<file path="src/bounded_unique_list_top_assert.svh">
// Assertion macros for the bounded unique list block.
// Used by bounded_unique_list_top; needs a clock named clk and a reset named rst.
`ifndef BOUNDED_UNIQUE_LIST_TOP_ASSERT_SVH
`define BOUNDED_UNIQUE_LIST_TOP_ASSERT_SVH

`ifndef SYNTHESIS
// same-cycle implication
`define BUL_ASSERT_IMPL(label, ante, cons) \
  label: assert property (@(posedge clk) disable iff (rst) (ante) |-> (cons)) \
    else $error("bounded_unique_list: assertion failed");
// next-cycle implication
`define BUL_ASSERT_NEXT(label, ante, cons) \
  label: assert property (@(posedge clk) disable iff (rst) (ante) |=> (cons)) \
    else $error("bounded_unique_list: assertion failed");
`else
`define BUL_ASSERT_IMPL(label, ante, cons)
`define BUL_ASSERT_NEXT(label, ante, cons)
`endif

`endif

</file>
<file path="src/bul_pkg.sv">
// Shared types and constants of the bounded unique list block.
// No dependencies; used by bul_ctrl, bul_dpath and bounded_unique_list_top.
`timescale 1ns / 1ps

package bul_pkg;

  localparam int CMD_W   = 3;
  localparam int KEY_W   = 32;
  localparam int POS_W   = 4;
  localparam int CNT_W   = 5;
  localparam int IN_W    = 40;  // cmd + key + position, padded to bytes
  localparam int OUT_W   = 40;  // ok + key_out + count, padded to bytes

  typedef enum logic [CMD_W-1:0] {
    CMD_INSERT  = 3'd0,
    CMD_REM_KEY = 3'd1,
    CMD_REM_POS = 3'd2,
    CMD_READ    = 3'd3,
    CMD_CLEAR   = 3'd4
  } cmd_t;

  typedef enum logic [2:0] {
    ST_IDLE,
    ST_DECIDE,
    ST_RD,
    ST_CHK,
    ST_DONE
  } state_t;

  // controller -> datapath
  typedef struct packed {
    logic load;    // capture the input item
    logic start;   // set up the scan index
    logic check;   // evaluate the entry just read
    logic finish;  // apply the result and load the output register
  } dp_cmd_t;

  // datapath -> controller
  typedef struct packed {
    cmd_t op;
    logic scan_end;
    logic hit;
    logic fill_zero;
    logic pos_ok;
    logic out_free;
  } dp_status_t;

endpackage

</file>
<file path="src/bul_ctrl.sv">
// Sequencer for the bounded unique list block.
// Depends on bul_pkg; drives the datapath command struct.
`timescale 1ns / 1ps

module bul_ctrl (
  input  logic                clk,
  input  logic                rst,
  input  logic                s_tvalid,
  output logic                s_tready,
  input  bul_pkg::dp_status_t stat,
  output bul_pkg::dp_cmd_t    cmd
);
  import bul_pkg::*;

  state_t state, state_next;

  always_ff @(posedge clk) begin
    if (rst) begin
      state <= ST_IDLE;
    end else begin
      state <= state_next;
    end
  end

  always_comb begin
    state_next = state;
    unique case (state)
      ST_IDLE: begin
        if (s_tvalid) state_next = ST_DECIDE;
      end
      ST_DECIDE: begin
        unique case (stat.op)
          CMD_INSERT, CMD_REM_KEY: state_next = ST_RD;
          CMD_REM_POS: state_next = stat.pos_ok ? ST_RD : ST_DONE;
          CMD_READ:    state_next = stat.fill_zero ? ST_DONE : ST_RD;
          default:     state_next = ST_DONE;
        endcase
      end
      ST_RD: begin
        state_next = stat.scan_end ? ST_DONE : ST_CHK;
      end
      ST_CHK: begin
        priority if (stat.op == CMD_READ) begin
          state_next = ST_DONE;
        end else if (stat.op == CMD_INSERT && stat.hit) begin
          state_next = ST_DONE;
        end else begin
          state_next = ST_RD;
        end
      end
      ST_DONE: begin
        if (stat.out_free) state_next = ST_IDLE;
      end
      default: state_next = ST_IDLE;
    endcase
  end

  always_comb begin
    s_tready   = 1'b0;
    cmd        = '0;
    unique case (state)
      ST_IDLE: begin
        s_tready = 1'b1;
        cmd.load = s_tvalid;
      end
      ST_DECIDE: begin
        unique case (stat.op)
          CMD_INSERT, CMD_REM_KEY: cmd.start = 1'b1;
          CMD_REM_POS: cmd.start = stat.pos_ok;
          CMD_READ:    cmd.start = !stat.fill_zero;
          default:     cmd.start = 1'b0;
        endcase
      end
      ST_RD: begin
        cmd = '0;
      end
      ST_CHK: begin
        cmd.check = (stat.op != CMD_READ);
      end
      ST_DONE: begin
        cmd.finish = stat.out_free;
      end
      default: cmd = '0;
    endcase
  end

endmodule

</file>
<file path="src/bul_dpath.sv">
// Datapath of the bounded unique list: entry memory, fill count, scan index
// and output register. Depends on bul_pkg; steered by bul_ctrl.
`timescale 1ns / 1ps

module bul_dpath #(
  parameter int CAPACITY = 16,
  parameter int KEY_BITS = 32
) (
  input  logic                     clk,
  input  logic                     rst,
  input  bul_pkg::dp_cmd_t         cmd,
  output bul_pkg::dp_status_t      stat,
  input  logic [bul_pkg::IN_W-1:0] in_data,
  output logic                     m_tvalid,
  input  logic                     m_tready,
  output logic [bul_pkg::OUT_W-1:0] m_tdata
);
  import bul_pkg::*;

  localparam int AW = $clog2(CAPACITY);
  localparam int FW = $clog2(CAPACITY + 1);
  localparam int CW = (FW > CNT_W) ? FW : CNT_W;
  localparam int SW = (KEY_BITS < KEY_W) ? KEY_BITS : KEY_W;

  logic [SW-1:0]    mem [CAPACITY];
  logic [SW-1:0]    rd_data;
  cmd_t             op_q;
  logic [SW-1:0]    key_q;
  logic [POS_W-1:0] pos_q;
  logic [FW-1:0]    fill;
  logic [FW-1:0]    idx;
  logic             found;
  logic             m_valid;
  logic [OUT_W-1:0] m_data;

  logic [CW-1:0]    fill_ext, pos_ext, clamp, fill_new_ext;
  logic [FW-1:0]    idx_start, fill_new;
  logic             ok_r;
  logic [KEY_W-1:0] kout_r;
  logic             wr_en;
  logic [AW-1:0]    wr_addr;
  logic [SW-1:0]    wr_data;
  logic             full;

  assign fill_ext = CW'(fill);
  assign pos_ext  = CW'(pos_q);
  assign full     = (fill_ext >= CW'(CAPACITY));
  assign clamp    = (pos_ext >= fill_ext) ? (fill_ext - CW'(1)) : pos_ext;

  assign stat.op        = op_q;
  assign stat.hit       = (rd_data == key_q);
  assign stat.fill_zero = (fill == '0);
  assign stat.pos_ok    = (pos_ext < fill_ext);
  assign stat.scan_end  = (op_q != CMD_READ) && (idx >= fill);
  assign stat.out_free  = !m_valid || m_tready;

  always_comb begin
    priority if (op_q == CMD_REM_POS) begin
      idx_start = FW'(pos_ext + CW'(1));
    end else if (op_q == CMD_READ) begin
      idx_start = FW'(clamp);
    end else begin
      idx_start = '0;
    end
  end

  // result of the operation, applied on finish
  always_comb begin
    ok_r     = 1'b0;
    kout_r   = '0;
    fill_new = fill;
    unique case (op_q)
      CMD_INSERT: begin
        ok_r = !found && !full;
        if (ok_r) fill_new = fill + FW'(1);
      end
      CMD_REM_KEY: begin
        ok_r = found;
        if (ok_r) fill_new = fill - FW'(1);
      end
      CMD_REM_POS: begin
        ok_r = stat.pos_ok;
        if (ok_r) fill_new = fill - FW'(1);
      end
      CMD_READ: begin
        ok_r = !stat.fill_zero;
        if (ok_r) kout_r = KEY_W'(rd_data);
      end
      CMD_CLEAR: begin
        ok_r     = 1'b1;
        fill_new = '0;
      end
      default: ok_r = 1'b0;
    endcase
  end

  assign fill_new_ext = CW'(fill_new);

  // single write port: compaction shift during the scan, append on finish
  always_comb begin
    wr_en   = 1'b0;
    wr_addr = '0;
    wr_data = rd_data;
    priority if (cmd.check && found) begin
      wr_en   = 1'b1;
      wr_addr = AW'(idx - FW'(1));
    end else if (cmd.finish && op_q == CMD_INSERT && ok_r) begin
      wr_en   = 1'b1;
      wr_addr = AW'(fill);
      wr_data = key_q;
    end else begin
      wr_en = 1'b0;
    end
  end

  always_ff @(posedge clk) begin
    if (wr_en) mem[wr_addr] <= wr_data;
    rd_data <= mem[AW'(idx)];
  end

  always_ff @(posedge clk) begin
    if (cmd.load) begin
      op_q  <= cmd_t'(in_data[CMD_W-1:0]);
      key_q <= in_data[CMD_W +: SW];
      pos_q <= in_data[CMD_W+KEY_W +: POS_W];
    end
    if (cmd.start) begin
      idx   <= idx_start;
      found <= (op_q == CMD_REM_POS);
    end else if (cmd.check) begin
      idx   <= idx + FW'(1);
      found <= found | stat.hit;
    end
    if (cmd.finish) begin
      m_data <= {(OUT_W - 1 - KEY_W - CNT_W)'(0), fill_new_ext[CNT_W-1:0], kout_r, ok_r};
    end
  end

  always_ff @(posedge clk) begin
    if (rst) begin
      fill    <= '0;
      m_valid <= 1'b0;
    end else begin
      if (cmd.finish) begin
        fill    <= fill_new;
        m_valid <= 1'b1;
      end else if (m_tready) begin
        m_valid <= 1'b0;
      end
    end
  end

  assign m_tvalid = m_valid;
  assign m_tdata  = m_data;

endmodule

</file>
<file path="src/bounded_unique_list_top.sv">
// Top level of the bounded unique list: sequencer plus datapath.
// Depends on bul_pkg, bul_ctrl, bul_dpath and bounded_unique_list_top_assert.svh.
//
//   channel  dir  handshake            payload
//   s_*      in   s_tvalid/s_tready    s_tdata: cmd, key, position
//   m_*      out  m_tvalid/m_tready    m_tdata: ok, key_out, count
//
// Each item: accept, decide, scan, final step. Remove-by-key and a new insert scan all
// entries, an insert stops at its duplicate, remove-at-index scans those past the position,
// read scans one, all else none; each entry is read from registered memory, then compared.
// Reset (rst, synchronous) empties the list; entry contents are not cleared.
// The next item is taken while the result waits in the output register; the block
// holds in its final step only while that register is still full.
`timescale 1ns / 1ps
`include "bounded_unique_list_top_assert.svh"

module bounded_unique_list_top #(
  parameter int CAPACITY = 16,
  parameter int KEY_BITS = 32
) (
  input  logic                       clk,
  input  logic                       rst,
  input  logic                       s_tvalid,
  output logic                       s_tready,
  // [2:0] cmd, [34:3] key, [38:35] position, [39] zero
  input  logic [bul_pkg::IN_W-1:0]   s_tdata,
  output logic                       m_tvalid,
  input  logic                       m_tready,
  // [0] ok, [32:1] key_out, [37:33] count, [39:38] zero
  output logic [bul_pkg::OUT_W-1:0]  m_tdata
);
  import bul_pkg::*;

  dp_cmd_t    dp_cmd;
  dp_status_t dp_stat;

  // sequencer: one state per step of the scan
  bul_ctrl u_ctrl (
    .clk      (clk),
    .rst      (rst),
    .s_tvalid (s_tvalid),
    .s_tready (s_tready),
    .stat     (dp_stat),
    .cmd      (dp_cmd)
  );

  // entry store, fill count, scan index, output register
  bul_dpath #(
    .CAPACITY (CAPACITY),
    .KEY_BITS (KEY_BITS)
  ) u_dpath (
    .clk      (clk),
    .rst      (rst),
    .cmd      (dp_cmd),
    .stat     (dp_stat),
    .in_data  (s_tdata),
    .m_tvalid (m_tvalid),
    .m_tready (m_tready),
    .m_tdata  (m_tdata)
  );

  // one item at a time: busy right after an accept
  `BUL_ASSERT_NEXT(a_busy_after_accept, s_tvalid && s_tready, !s_tready)
  // a result is only written into a free output slot
  `BUL_ASSERT_IMPL(a_finish_slot_free, dp_cmd.finish, dp_stat.out_free)
  // entries are only checked inside the live part of the list
  `BUL_ASSERT_IMPL(a_check_in_range, dp_cmd.check, !dp_stat.scan_end)

endmodule

</file>
<file path="config.mk">
export PLATFORM = sky130hd
export DESIGN_NAME = bounded_unique_list_top
export DESIGN_NICKNAME = d
export VERILOG_FILES = /design/src/bul_pkg.sv /design/src/bul_ctrl.sv /design/src/bul_dpath.sv /design/src/bounded_unique_list_top.sv
export VERILOG_INCLUDE_DIRS = /design/src /design/src/src
export SDC_FILE = /design/constraint.sdc
export NUM_CORES = 1
export LEC_CHECK = 0
export BUFFER_PORTS_ARGS = -buffer_cell sky130_fd_sc_hd__buf_2
export CORE_UTILIZATION = 50
export CTS_CLUSTER_DIAMETER = 50
export DETAILED_ROUTE_END_ITERATION = 10
export PLACE_DENSITY = 0.63
export SLEW_MARGIN = 10
export SYNTH_ARGS = -nofsm -noshare
export SYNTH_HDL_FRONTEND = slang
export SYNTH_SLANG_ARGS = --single-unit
</file>
<file path="constraint.sdc">
create_clock -name clk -period 6.3 [get_ports clk]
set_input_delay 0 -clock clk [delete_from_list [all_inputs] [get_ports clk]]
set_output_delay 0 -clock clk [all_outputs]
set_load 0.02 [all_outputs]
</file>
Yosys cells after proc, flatten, opt, wreduce, memory -nomap -nowiden
Memories as Yosys holds them, arrays and structs flattened. A register that Yosys moved wholly into a read port is not among the register bits.
Cells that the tools add are included.
Word-level totals
  memories: 1
  memory bits (writable): 512
  register bits: 92
  logic and storage cells: 90
  output and inout port bits: 42
  bits of input ports: 44
Memory list
  u_dpath.mem: depth 16, bits a word 32, rd ports 1, clocked after memory_dff 1, wr ports 1, line bul_dpath.sv:25  | logic [SW-1:0] mem [CAPACITY];
Operators by class
  order comparisons: 4
  add/subtract/negate cells: 5
  mux-type cells: 37
  bitwise gates (word level): 2
  equality and inequality tests: 12
  reduce and logical (&&, ||, !) cells: 19
Operators with widths (number)
  $mux W32: 2
  $mux W5: 8
  $eq A32 B32 Y1: 1
  $mux W3: 7
  $pmux W5 S4: 1
  $pmux W3 S5: 1
  $mux W1: 13
  $eq A3 B2 Y1 const B: 4
  $add A5 B1 Y5 const B: 2
  $pmux W3 S3: 1
  $mux W4: 2
  $eq A3 B1 Y1 const B: 2
  $eq A3 B3 Y1 const B: 2
  $logic_and A1 B1 Y1: 6
  $logic_not A3 Y1: 2
  $add A4 B1 Y5 const B: 1
  $ge A4 B5 Y1: 1
  $ge A5 B5 Y1: 1
  $ge A5 B5 Y1 const B: 1
  $logic_not A5 Y1: 1
  $lt A4 B5 Y1: 1
  $pmux W1 S5: 1
  $sub A5 B1 Y5 const B: 1
  $logic_not A1 Y1: 4
  11 further kinds: 13

Logic depth before layout (Yosys ltp)
Gate-level depths: netlist of run 1.
  depth after elaboration: 9
  depth in mapped cells: 10
  depth with buffers taken out: 8

Cells and area by module
From an unflattened synthesis of run 1, not the netlist that was laid out.
Unflattened totals
  cells, all modules: 1249
  area total of the unflattened synthesis: 24911.4 µm²
Modules (own cells, without submodules)
  bul_dpath: cells an instance 1216, area an instance 24676.2 µm², instances 1
  bul_ctrl: cells an instance 33, area an instance 235.2 µm², instances 1

Worst setup path before layout of run 1
OpenSTA, ideal clock, no wires.
  path kind: reg-to-reg
  start: register u_dpath.fill[2]
  end: memory u_dpath.mem[0][0] in the netlist's numbering, enable pin
  cell stages (with the launch flop): 10
  setup slack: 1468 ps
  setup time: 470 ps
  arrival time: 4362 ps
  required time: 5830 ps
  cells stage by stage: dfxtp_1 -> clkbuf_1 -> inv_1 -> ha_1 -> and3b_1 -> o21a_4 -> nor3_4 -> o21ai_4 -> o221ai_1 -> a211oi_1
Between the ends
  longest elaborated chain between the ends: 9
  elaborated cells on any way between the ends: 14
  those cells by class: order compare (2); mux (7); reduce/logical (5)
Ends and longest elaborated chain
  start, declared: line bul_dpath.sv:30  | logic [FW-1:0] fill;
  start signal, assigned: line bul_dpath.sv:145  | fill <= fill_new;
  $ge A5 B5 Y1: line bul_dpath.sv:47  | assign full = (fill_ext >= CW'(CAPACITY));
  $logic_not A1 Y1: line bul_dpath.sv:74  | ok_r = !found && !full;
  $logic_and A1 B1 Y1: line bul_dpath.sv:74
  $pmux W1 S5: line bul_dpath.sv:72  | unique case (op_q)
  $logic_and A1 B1 Y1: line bul_dpath.sv:107  | end else if (cmd.finish && op_q == CMD_INSERT && ok_r) begin
  $mux W1: line bul_dpath.sv:107
  $mux W1: line bul_dpath.sv:104  | priority if (cmd.check && found) begin
  $mux W1: line bul_dpath.sv:117  | if (wr_en) mem[wr_addr] <= wr_data;
  $mux W1 (implied by the code): line bul_dpath.sv:117
  end, declared: line bul_dpath.sv:25
Several ways; a longest one is shown, not always the timed one.

Worst setup path after layout of run 1
  start: register u_dpath.fill[3]
  end: memory u_dpath.mem[8][18] in the netlist's numbering, enable pin
Same word-level chain as after synthesis.

==> results of run 1 <==
[synth_stat cells (all sizes together) (4+ instances only)]
cell type  instances  area [um2]
nand2            114         430
nand4              9        56.3
o21ai             18         101
nor2              43         164
mux4             160        3600
a211oi             4        30.0
ha                15         188
nor2b              4        25.0
nor3              14        81.3
inv               15        56.3
dfxtp             41         821
and2              32         200
nand2b             5        31.3
nand3             11        55.1
clkbuf            23        86.3
buf               36         189
o211ai             5        47.5
a211o              4        35.0
a21oi             13        65.1
xnor2             40         350
edfxtp           595       17900
[critical path, stage by stage, from the launching register on]
cell,delay [ns]
dfxtp_1,0.47
inv_1,0.21
ha_1,0.33
a21oi_1,0.06
nor2_1,0.39
nor3_4,0.18
o21ai_4,0.68
buf_4,0.48
o21ai_1,0.33
nor2_4,0.63
buf_4,0.46
[power groups by stage]
stage                     registers (mW)  logic, mW  clock network, mW
final                               4.76      0.441               3.92
after global routing                4.76      0.480               4.15
after CTS                           4.76      0.447               3.99
after detailed placement            4.85      0.425                  0
after global placement              4.85      0.416                  0
after floorplan                     4.84      0.279                  0
[how the worst max path moves through the flow]
stage / from / endpoint / slack, ns / depth (start not counted)
floorplan: u_dpath.fill[2] / u_dpath.mem[0][0] / 1.47 / 9
global placement: u_dpath.fill[3] / u_dpath.mem[4][16] / 1.77 / 10
detailed placement: u_dpath.fill[2] / u_dpath.mem[4][16] / 1.67 / 10
CTS: u_dpath.fill[2] / u_dpath.mem[4][15] / 1.66 / 10
global route: u_dpath.fill[3] / u_dpath.mem[4][4] / 1.46 / 10
finish: u_dpath.fill[3] / u_dpath.mem[8][18] / 1.66 / 10
[flip-flops by register name, indices dropped and copies added, names as in the netlist]
register,count
u_dpath.fill,5
u_dpath.mem,512
u_dpath.idx,5
u_dpath.m_tdata,38
u_dpath.rd_data,32
u_dpath.op_q,3
u_dpath.found,1
u_dpath.m_tvalid,1
u_dpath.key_q,32
u_ctrl.state,3
u_dpath.pos_q,4
[area by class of cell]
class,count,area share
multi-input combinational,544,0.209
timing repair buffer,152,0.0366
tap,664,0.0287
inverter,15,0.00195
sequential,636,0.646
clock inverter,35,0.0109
clock buffer,91,0.0658
[metrics by stage]
| stage | setup WS, ns | hold slack (ns) |
|---|---|---|
| floorplan | 1.47 | 0.0989 |
| global placement | 1.77 | 0.176 |
| detailed placement | 1.67 | 0.178 |
| CTS | 1.66 | 0.0696 |
| global route | 1.46 | 0.0810 |
| finish | 1.66 | 0.105 |
[layer usage]
metal / GRT usage / up-vias
li1: - / 5408
met1: 0.319 / 6446
met2: 0.358 / 355
met3: 0.0424 / 84
met4: 0.0641 / 0
met5: 0 / -
[logic make-up after synthesis]
group           synth area share
xor+xnor                  0.0144
compound gates            0.0219
buf+inv                   0.0133
fa+ha+maj                0.00753
flops                      0.749
simple gates              0.0476
mux                        0.146
other cells             0.000150
==> run_results.csv, run 1 <==
group,metric,value,unit
clocking,ctsRootBufferMaster,"clkbuf_16",
drt,drt_iter0_markers,1153,
finish,area_delta_synth_final,15.9,%
drt,via_per_inst,5.75,
logic_synthesis,synthFlopType,"edfxtp_1",
finish,multi_input_area,0.00606,mm2
worst_setup_path,crit_type,"reg -> reg",
drt,wirelength,54.4,mm
drt,vias,12300,
sta,worstMarginPinSlew,1.03,ns
worst_setup_path,critPathMaxFanout,20,
worst_setup_path,cp-end-kind,"flip-flop",
floorplanning,fp.dieH,225,um
worst_setup_path,cp-start-kind,"flip-flop",
sta,final-hold-violation-count,0,
floorplanning,design.core.area,0.0491,mm2
clocking,clock_latency,0.61,ns
clocking,clk_path_buf_depth,3,
drt,drc,0,
logic_synthesis,ys_types,64,
finish,final_util,0.589,
logic_synthesis,synth_edf_count,595,
pwr,p_int,7.16,mW
worst_setup_path,reg2reg_slack,1.66,ns
flow_run,cap_violations,0,
worst_setup_path,crit_required,6.55,ns
pwr,vdd_drop_max,208,uV
sta,finalSetupTns,0,ns
logic_synthesis,ys_ff_latch,636,
pwr,pwr-share-clk,0.430,
floorplanning,dieArea,0.0508,mm2
drt,met1_length,23.8,mm
pwr,power_switching,1.97,mW
clocking,cts_buffers,69,
pwr,leakage,9.47,nW
finish,drive_gt1_frac,0.274,
floorplanning,pin_count,86,
logic_synthesis,async_flop_share,0,
clocking,clk_pin_slew_worst_paths,0.06,ns
logic_synthesis,ys_seq_area_frac,0.749,
worst_setup_path,r2r_cells,10,
clocking,clkSinkCount,636,
logic_synthesis,synthCells,1253,
logic_synthesis,yosysWarnings,0,
min_path,min_path_cells,2,
finish,fill_cells,3597,
finish,final_area,0.0289,mm2
drt,firstDrtPassIters,5,
pwr,seq_power_share,0.522,
sta,skew,0.0238,ns
pwr,swShare,0.216,
global_routing,grt_max_degree,96,
logic_synthesis,synth.cell_area,0.0249,mm2
sta,grt_setup_unrepaired,"false",
finish,final_cells,2137,
placement,io_buffer_count,82,
placement,dpl_cell_area,0.0262,mm2
drt,wl_met2,26.6,mm
finish,antenna_cells,0,
finish,layout_common_cells,"edfxtp_1, mux4_2, nand2_1",
finish,seq_area,0.0187,mm2
placement,dp.final_hpwl,30.1,mm
sta,fmax,216,MHz
pwr,power_frac_comb,0.048,
global_routing,antenna_found_initial,0,
global_routing,grt_pass1_vias,12600,
finish,final_nets,1477,
drt,routedWlPerCell,25.5,um
placement,place_inst,1967,
worst_setup_path,arrival,4.89,ns
placement,routabilityCongestion,0.819,
drt,highest_layer,"met4",
floorplanning,fp-row-count,81,
pwr,total_power,9.12,mW
min_path,holdPathEnd,"u_dpath.key_q[4]",
drt,drtAntennaViolNets,0,
finish,layout_commonest_cell,"edfxtp_1",
floorplanning,start_util,0.508,
drt,met3_length,2.70,mm
sta,setup_viol_count_final,0,
clocking,h-tree-depth,3,
global_routing,grtUsageTotal,0.224,
sta,slew_headroom,0.311,
status,outcome,"finished, final reports clean",
global_routing,grt-ovfl-total,0,
clocking,ctsResizeCount,0,
sta,post-route-period-util,0.736,
worst_setup_path,r2r-end,"u_dpath.mem[8][18]",
sta,timing.final.crit_period,4.64,ns
worst_setup_path,reg2reg_from,"u_dpath.fill[3]",
sta,maxSlewViolCount,0,
pwr,p_per_area,316,mW/mm2
clocking,cts_tree,"done",
clocking,hold_buffers,44,
logic_synthesis,synth.avg_cell_area,19.9,um2
min_path,worstHoldStart,"s_tdata[7]",
clocking,cts_setup_buffers,0,
floorplanning,die_x,225,um
global_routing,grt_pass1_wl,81.2,mm
min_path,min_path_type,"in -> reg",
(Power assumes the default switching activity.)
==> inputs of run 2 (changes only) <==
--- a/config.mk
+++ b/config.mk
@@ -6,11 +6,12 @@
 export SDC_FILE = /design/constraint.sdc
 export NUM_CORES = 1
 export LEC_CHECK = 0
+export ABC_AREA = 1
 export BUFFER_PORTS_ARGS = -buffer_cell sky130_fd_sc_hd__buf_2
 export CORE_UTILIZATION = 50
 export CTS_CLUSTER_DIAMETER = 50
 export DETAILED_ROUTE_END_ITERATION = 10
-export PLACE_DENSITY = 0.63
+export PLACE_DENSITY = 0.66
 export SLEW_MARGIN = 10
 export SYNTH_ARGS = -nofsm -noshare
 export SYNTH_HDL_FRONTEND = slang
==> constraint.sdc (replaced) <==
create_clock -name clk -period 3.9 [get_ports clk]
set_input_delay 0 -clock clk [delete_from_list [all_inputs] [get_ports clk]]
set_output_delay 0 -clock clk [all_outputs]
set_load 0.02 [all_outputs]
==> run_results.csv, run 2 <==
group,metric,value,unit
status,outcome,"finished, final reports clean",
pwr,p_per_area,559,mW/mm2
floorplanning,die_x,228,um
pwr,vdd_drop_max,315,uV
clocking,cts_buffers,75,
logic_synthesis,synth_xor_area_frac,0.0117,
worst_setup_path,crit_required,4.20,ns
logic_synthesis,ys_types,43,
logic_synthesis,synthCells,1990,
sta,slew_headroom,0.202,
logic_synthesis,yosysWarnings,0,
placement,dp.final_hpwl,32.2,mm
drt,firstDrtPassIters,5,
clocking,h-tree-depth,3,
finish,regMostFlops,"u_dpath.mem",
sta,post-route-period-util,0.883,
floorplanning,dieArea,0.0519,mm2
worst_setup_path,r2r_cells,12,
logic_synthesis,synth_edf_count,595,
sta,worstMarginPinSlew,1.20,ns
global_routing,grt-ovfl-total,0,
clocking,cts_tree,"done",
global_routing,grt_max_degree,259,
drt,wirelength,60.3,mm
finish,area_delta_synth_final,16.4,%
clocking,clock_latency,0.60,ns
clocking,clkSinkCount,636,
logic_synthesis,post-synth-top-count-cell,"edfxtp_1",
worst_setup_path,reg2reg_from,"u_dpath.fill[3]",
sta,maxSlewViolCount,0,
finish,layout_common_cells,"edfxtp_1, nor2_1, o21ai_0",
logic_synthesis,synthAdderAreaFrac,0.00736,
logic_synthesis,synthTopCellsByArea,"edfxtp_1, o21ai_0, nor2_1",
sta,fmax,290,MHz
sta,final-hold-violation-count,0,
placement,place_inst,2673,
worst_setup_path,critical_path.startpoint,"u_dpath.fill[3]",
drt,vias,16200,
logic_synthesis,async_flop_share,0,
global_routing,antenna_found_initial,0,
clocking,ctsRootBufferMaster,"clkbuf_16",
worst_setup_path,critPathMaxFanout,33,
pwr,total_power,16.6,mW
worst_setup_path,cp-end-kind,"flip-flop",
finish,final_nets,2181,
logic_synthesis,ys_ff_latch,636,
floorplanning,pin_count,86,
placement,routabilityCongestion,0.853,
sta,skew,0.0203,ns
drt,routedWlPerCell,21.1,um
worst_setup_path,arrival,3.74,ns
finish,antenna_cells,0,
finish,drive_gt1_frac,0.144,
placement,dp_slack,0.496,ns
drt,via_per_inst,5.68,
floorplanning,fp-row-count,82,
logic_synthesis,netlist.area_leader.share,0.701,
logic_synthesis,synth_common_cells,"edfxtp_1, nor2_1, o21ai_0, nand2_1",
global_routing,grtUsageTotal,0.232,
logic_synthesis,synthFlopType,"edfxtp_1",
sta,setup_viol_count_final,0,
floorplanning,fp.dieH,228,um
drt,drtAntennaViolNets,0,
finish,final_cells,2853,
drt,drc,0,
global_routing,grt_pass1_wl,92.2,mm
sta,timing.final.crit_period,3.44,ns
logic_synthesis,yosysTopAreaCell,"edfxtp_1",
worst_setup_path,crit_type,"reg -> reg",
floorplanning,design.core.area,0.0502,mm2
clocking,clk_pin_slew_worst_paths,0.06,ns
global_routing,grt_pass1_vias,15700,
logic_synthesis,synth-simple-area-share,0.102,
placement,io_buffer_count,82,
sta,layout_setup_ws,0.457,ns
min_path,min_path_cells,2,
clocking,clk_path_buf_depth,3,
sta,grt_setup_unrepaired,"false",
logic_synthesis,synth.cell_area,0.0255,mm2
clocking,cts_setup_buffers,0,
finish,largest_register_ffs,512,
logic_synthesis,synthMuxAreaShare,0,
min_path,min_path_type,"in -> reg",
logic_synthesis,synth_top_family_by_area,"compound AO/OA/AOI/OAI gates",
sta,finalSetupTns,0,ns
finish,layout_commonest_cell,"edfxtp_1",
drt,drt_iter0_markers,1666,
min_path,worstHoldStart,"s_tdata[6]",
floorplanning,start_util,0.508,
flow_run,cap_violations,0,
logic_synthesis,synth_compound_area_frac,0.113,
logic_synthesis,ys_seq_area_frac,0.733,
logic_synthesis,synth.avg_cell_area,12.8,um2
pwr,leakage,10.2,nW
worst_setup_path,cp-start-kind,"flip-flop",
==> run 2: cell types whose count changed in the layout (fill, tap and decap cells not counted), sizes merged, moves of 16 or more <==
cell and change:
o21ai +265, inv +76, o22ai +77, nand3 +60, o221ai +49, nor2 +321
and2 -32, mux4 -160, a21oi +29, buf +16, nand2 +54
==> run 2: critical path, stage by stage (launching register included) <==
cell and delay, ns:
dfxtp_1 0.37, inv_1 0.19, ha_1 0.34, inv_1 0.04, nor2_1 0.16, nand3_1 0.16
nand4_2 0.16, nand3b_4 0.12, nand2_4 0.11, buf_4 0.41, buf_4 0.45, nor2_1 0.09
a21oi_2 0.52
==> run 2: what timing repair did <==
| item | in CTS | in global routing |
|---|---|---|
| hold endpoints to repair | 65 | 0 |
| gates resized for setup | 0 | 0 |
| hold buffers | 44 | 0 |
==> run 2: layout make-up <==
| cell class | count | area, um2 |
|---|---|---|
| Clock buffer | 99 | 2090 |
| Clock inverter | 37 | 318 |
| Fill cell | 3859 | 20500 |
| Inverter | 92 | 350 |
| Multi-Input combinational cell | 1149 | 6080 |
| Sequential cell | 636 | 18700 |
| Tap cell | 672 | 841 |
| Timing Repair Buffer | 168 | 1290 |
==> run 2: metrics by stage <==
stage,hold WS (ns),cell area [um2],utilization
2_1_floorplan,0.0989,25500,-
3_5_place_dp,0.178,26800,0.534
4_1_cts,0.0786,29700,0.591
3_3_place_gp,0.176,26800,0.534
5_1_grt,0.0875,29700,0.591
6_report,0.0983,29700,0.591
==> run 2: path summary, 6_finish.rpt <==
kind                                       endpoint  slack, ns
worst max-delay path            u_dpath.mem[10][30]       0.46
worst min-delay path               u_dpath.key_q[3]        0.1
worst max register to register  u_dpath.mem[10][30]       0.46
worst min register to register   u_dpath.m_tdata[5]       0.59
==> run 2: report_power, final <==
group          total, mW  leakage (nW)  internal, mW  switching [mW]
clock               6.75          1.19          4.05            2.70
combinational       1.76          3.28         0.497            1.27
sequential          8.07          5.75          7.94           0.133
total               16.6          10.2          12.5            4.09
==> run 2: cells by family after synthesis <==
| family | after synthesis |
|---|---|
| flops | 636 |
| xor+xnor | 34 |
| other cells | 1 |
| fa+ha+maj | 15 |
| buf+inv | 206 |
| simple gates | 619 |
| compound gates | 479 |
==> run 2: routing by layer <==
metal  track usage  vias up  wire (um)
met2         0.368      584      28500
li1              -     7538          -
met3        0.0400      111       3920
met1         0.326     7978      26200
met4        0.0798        0       1710
met5             0        -          0
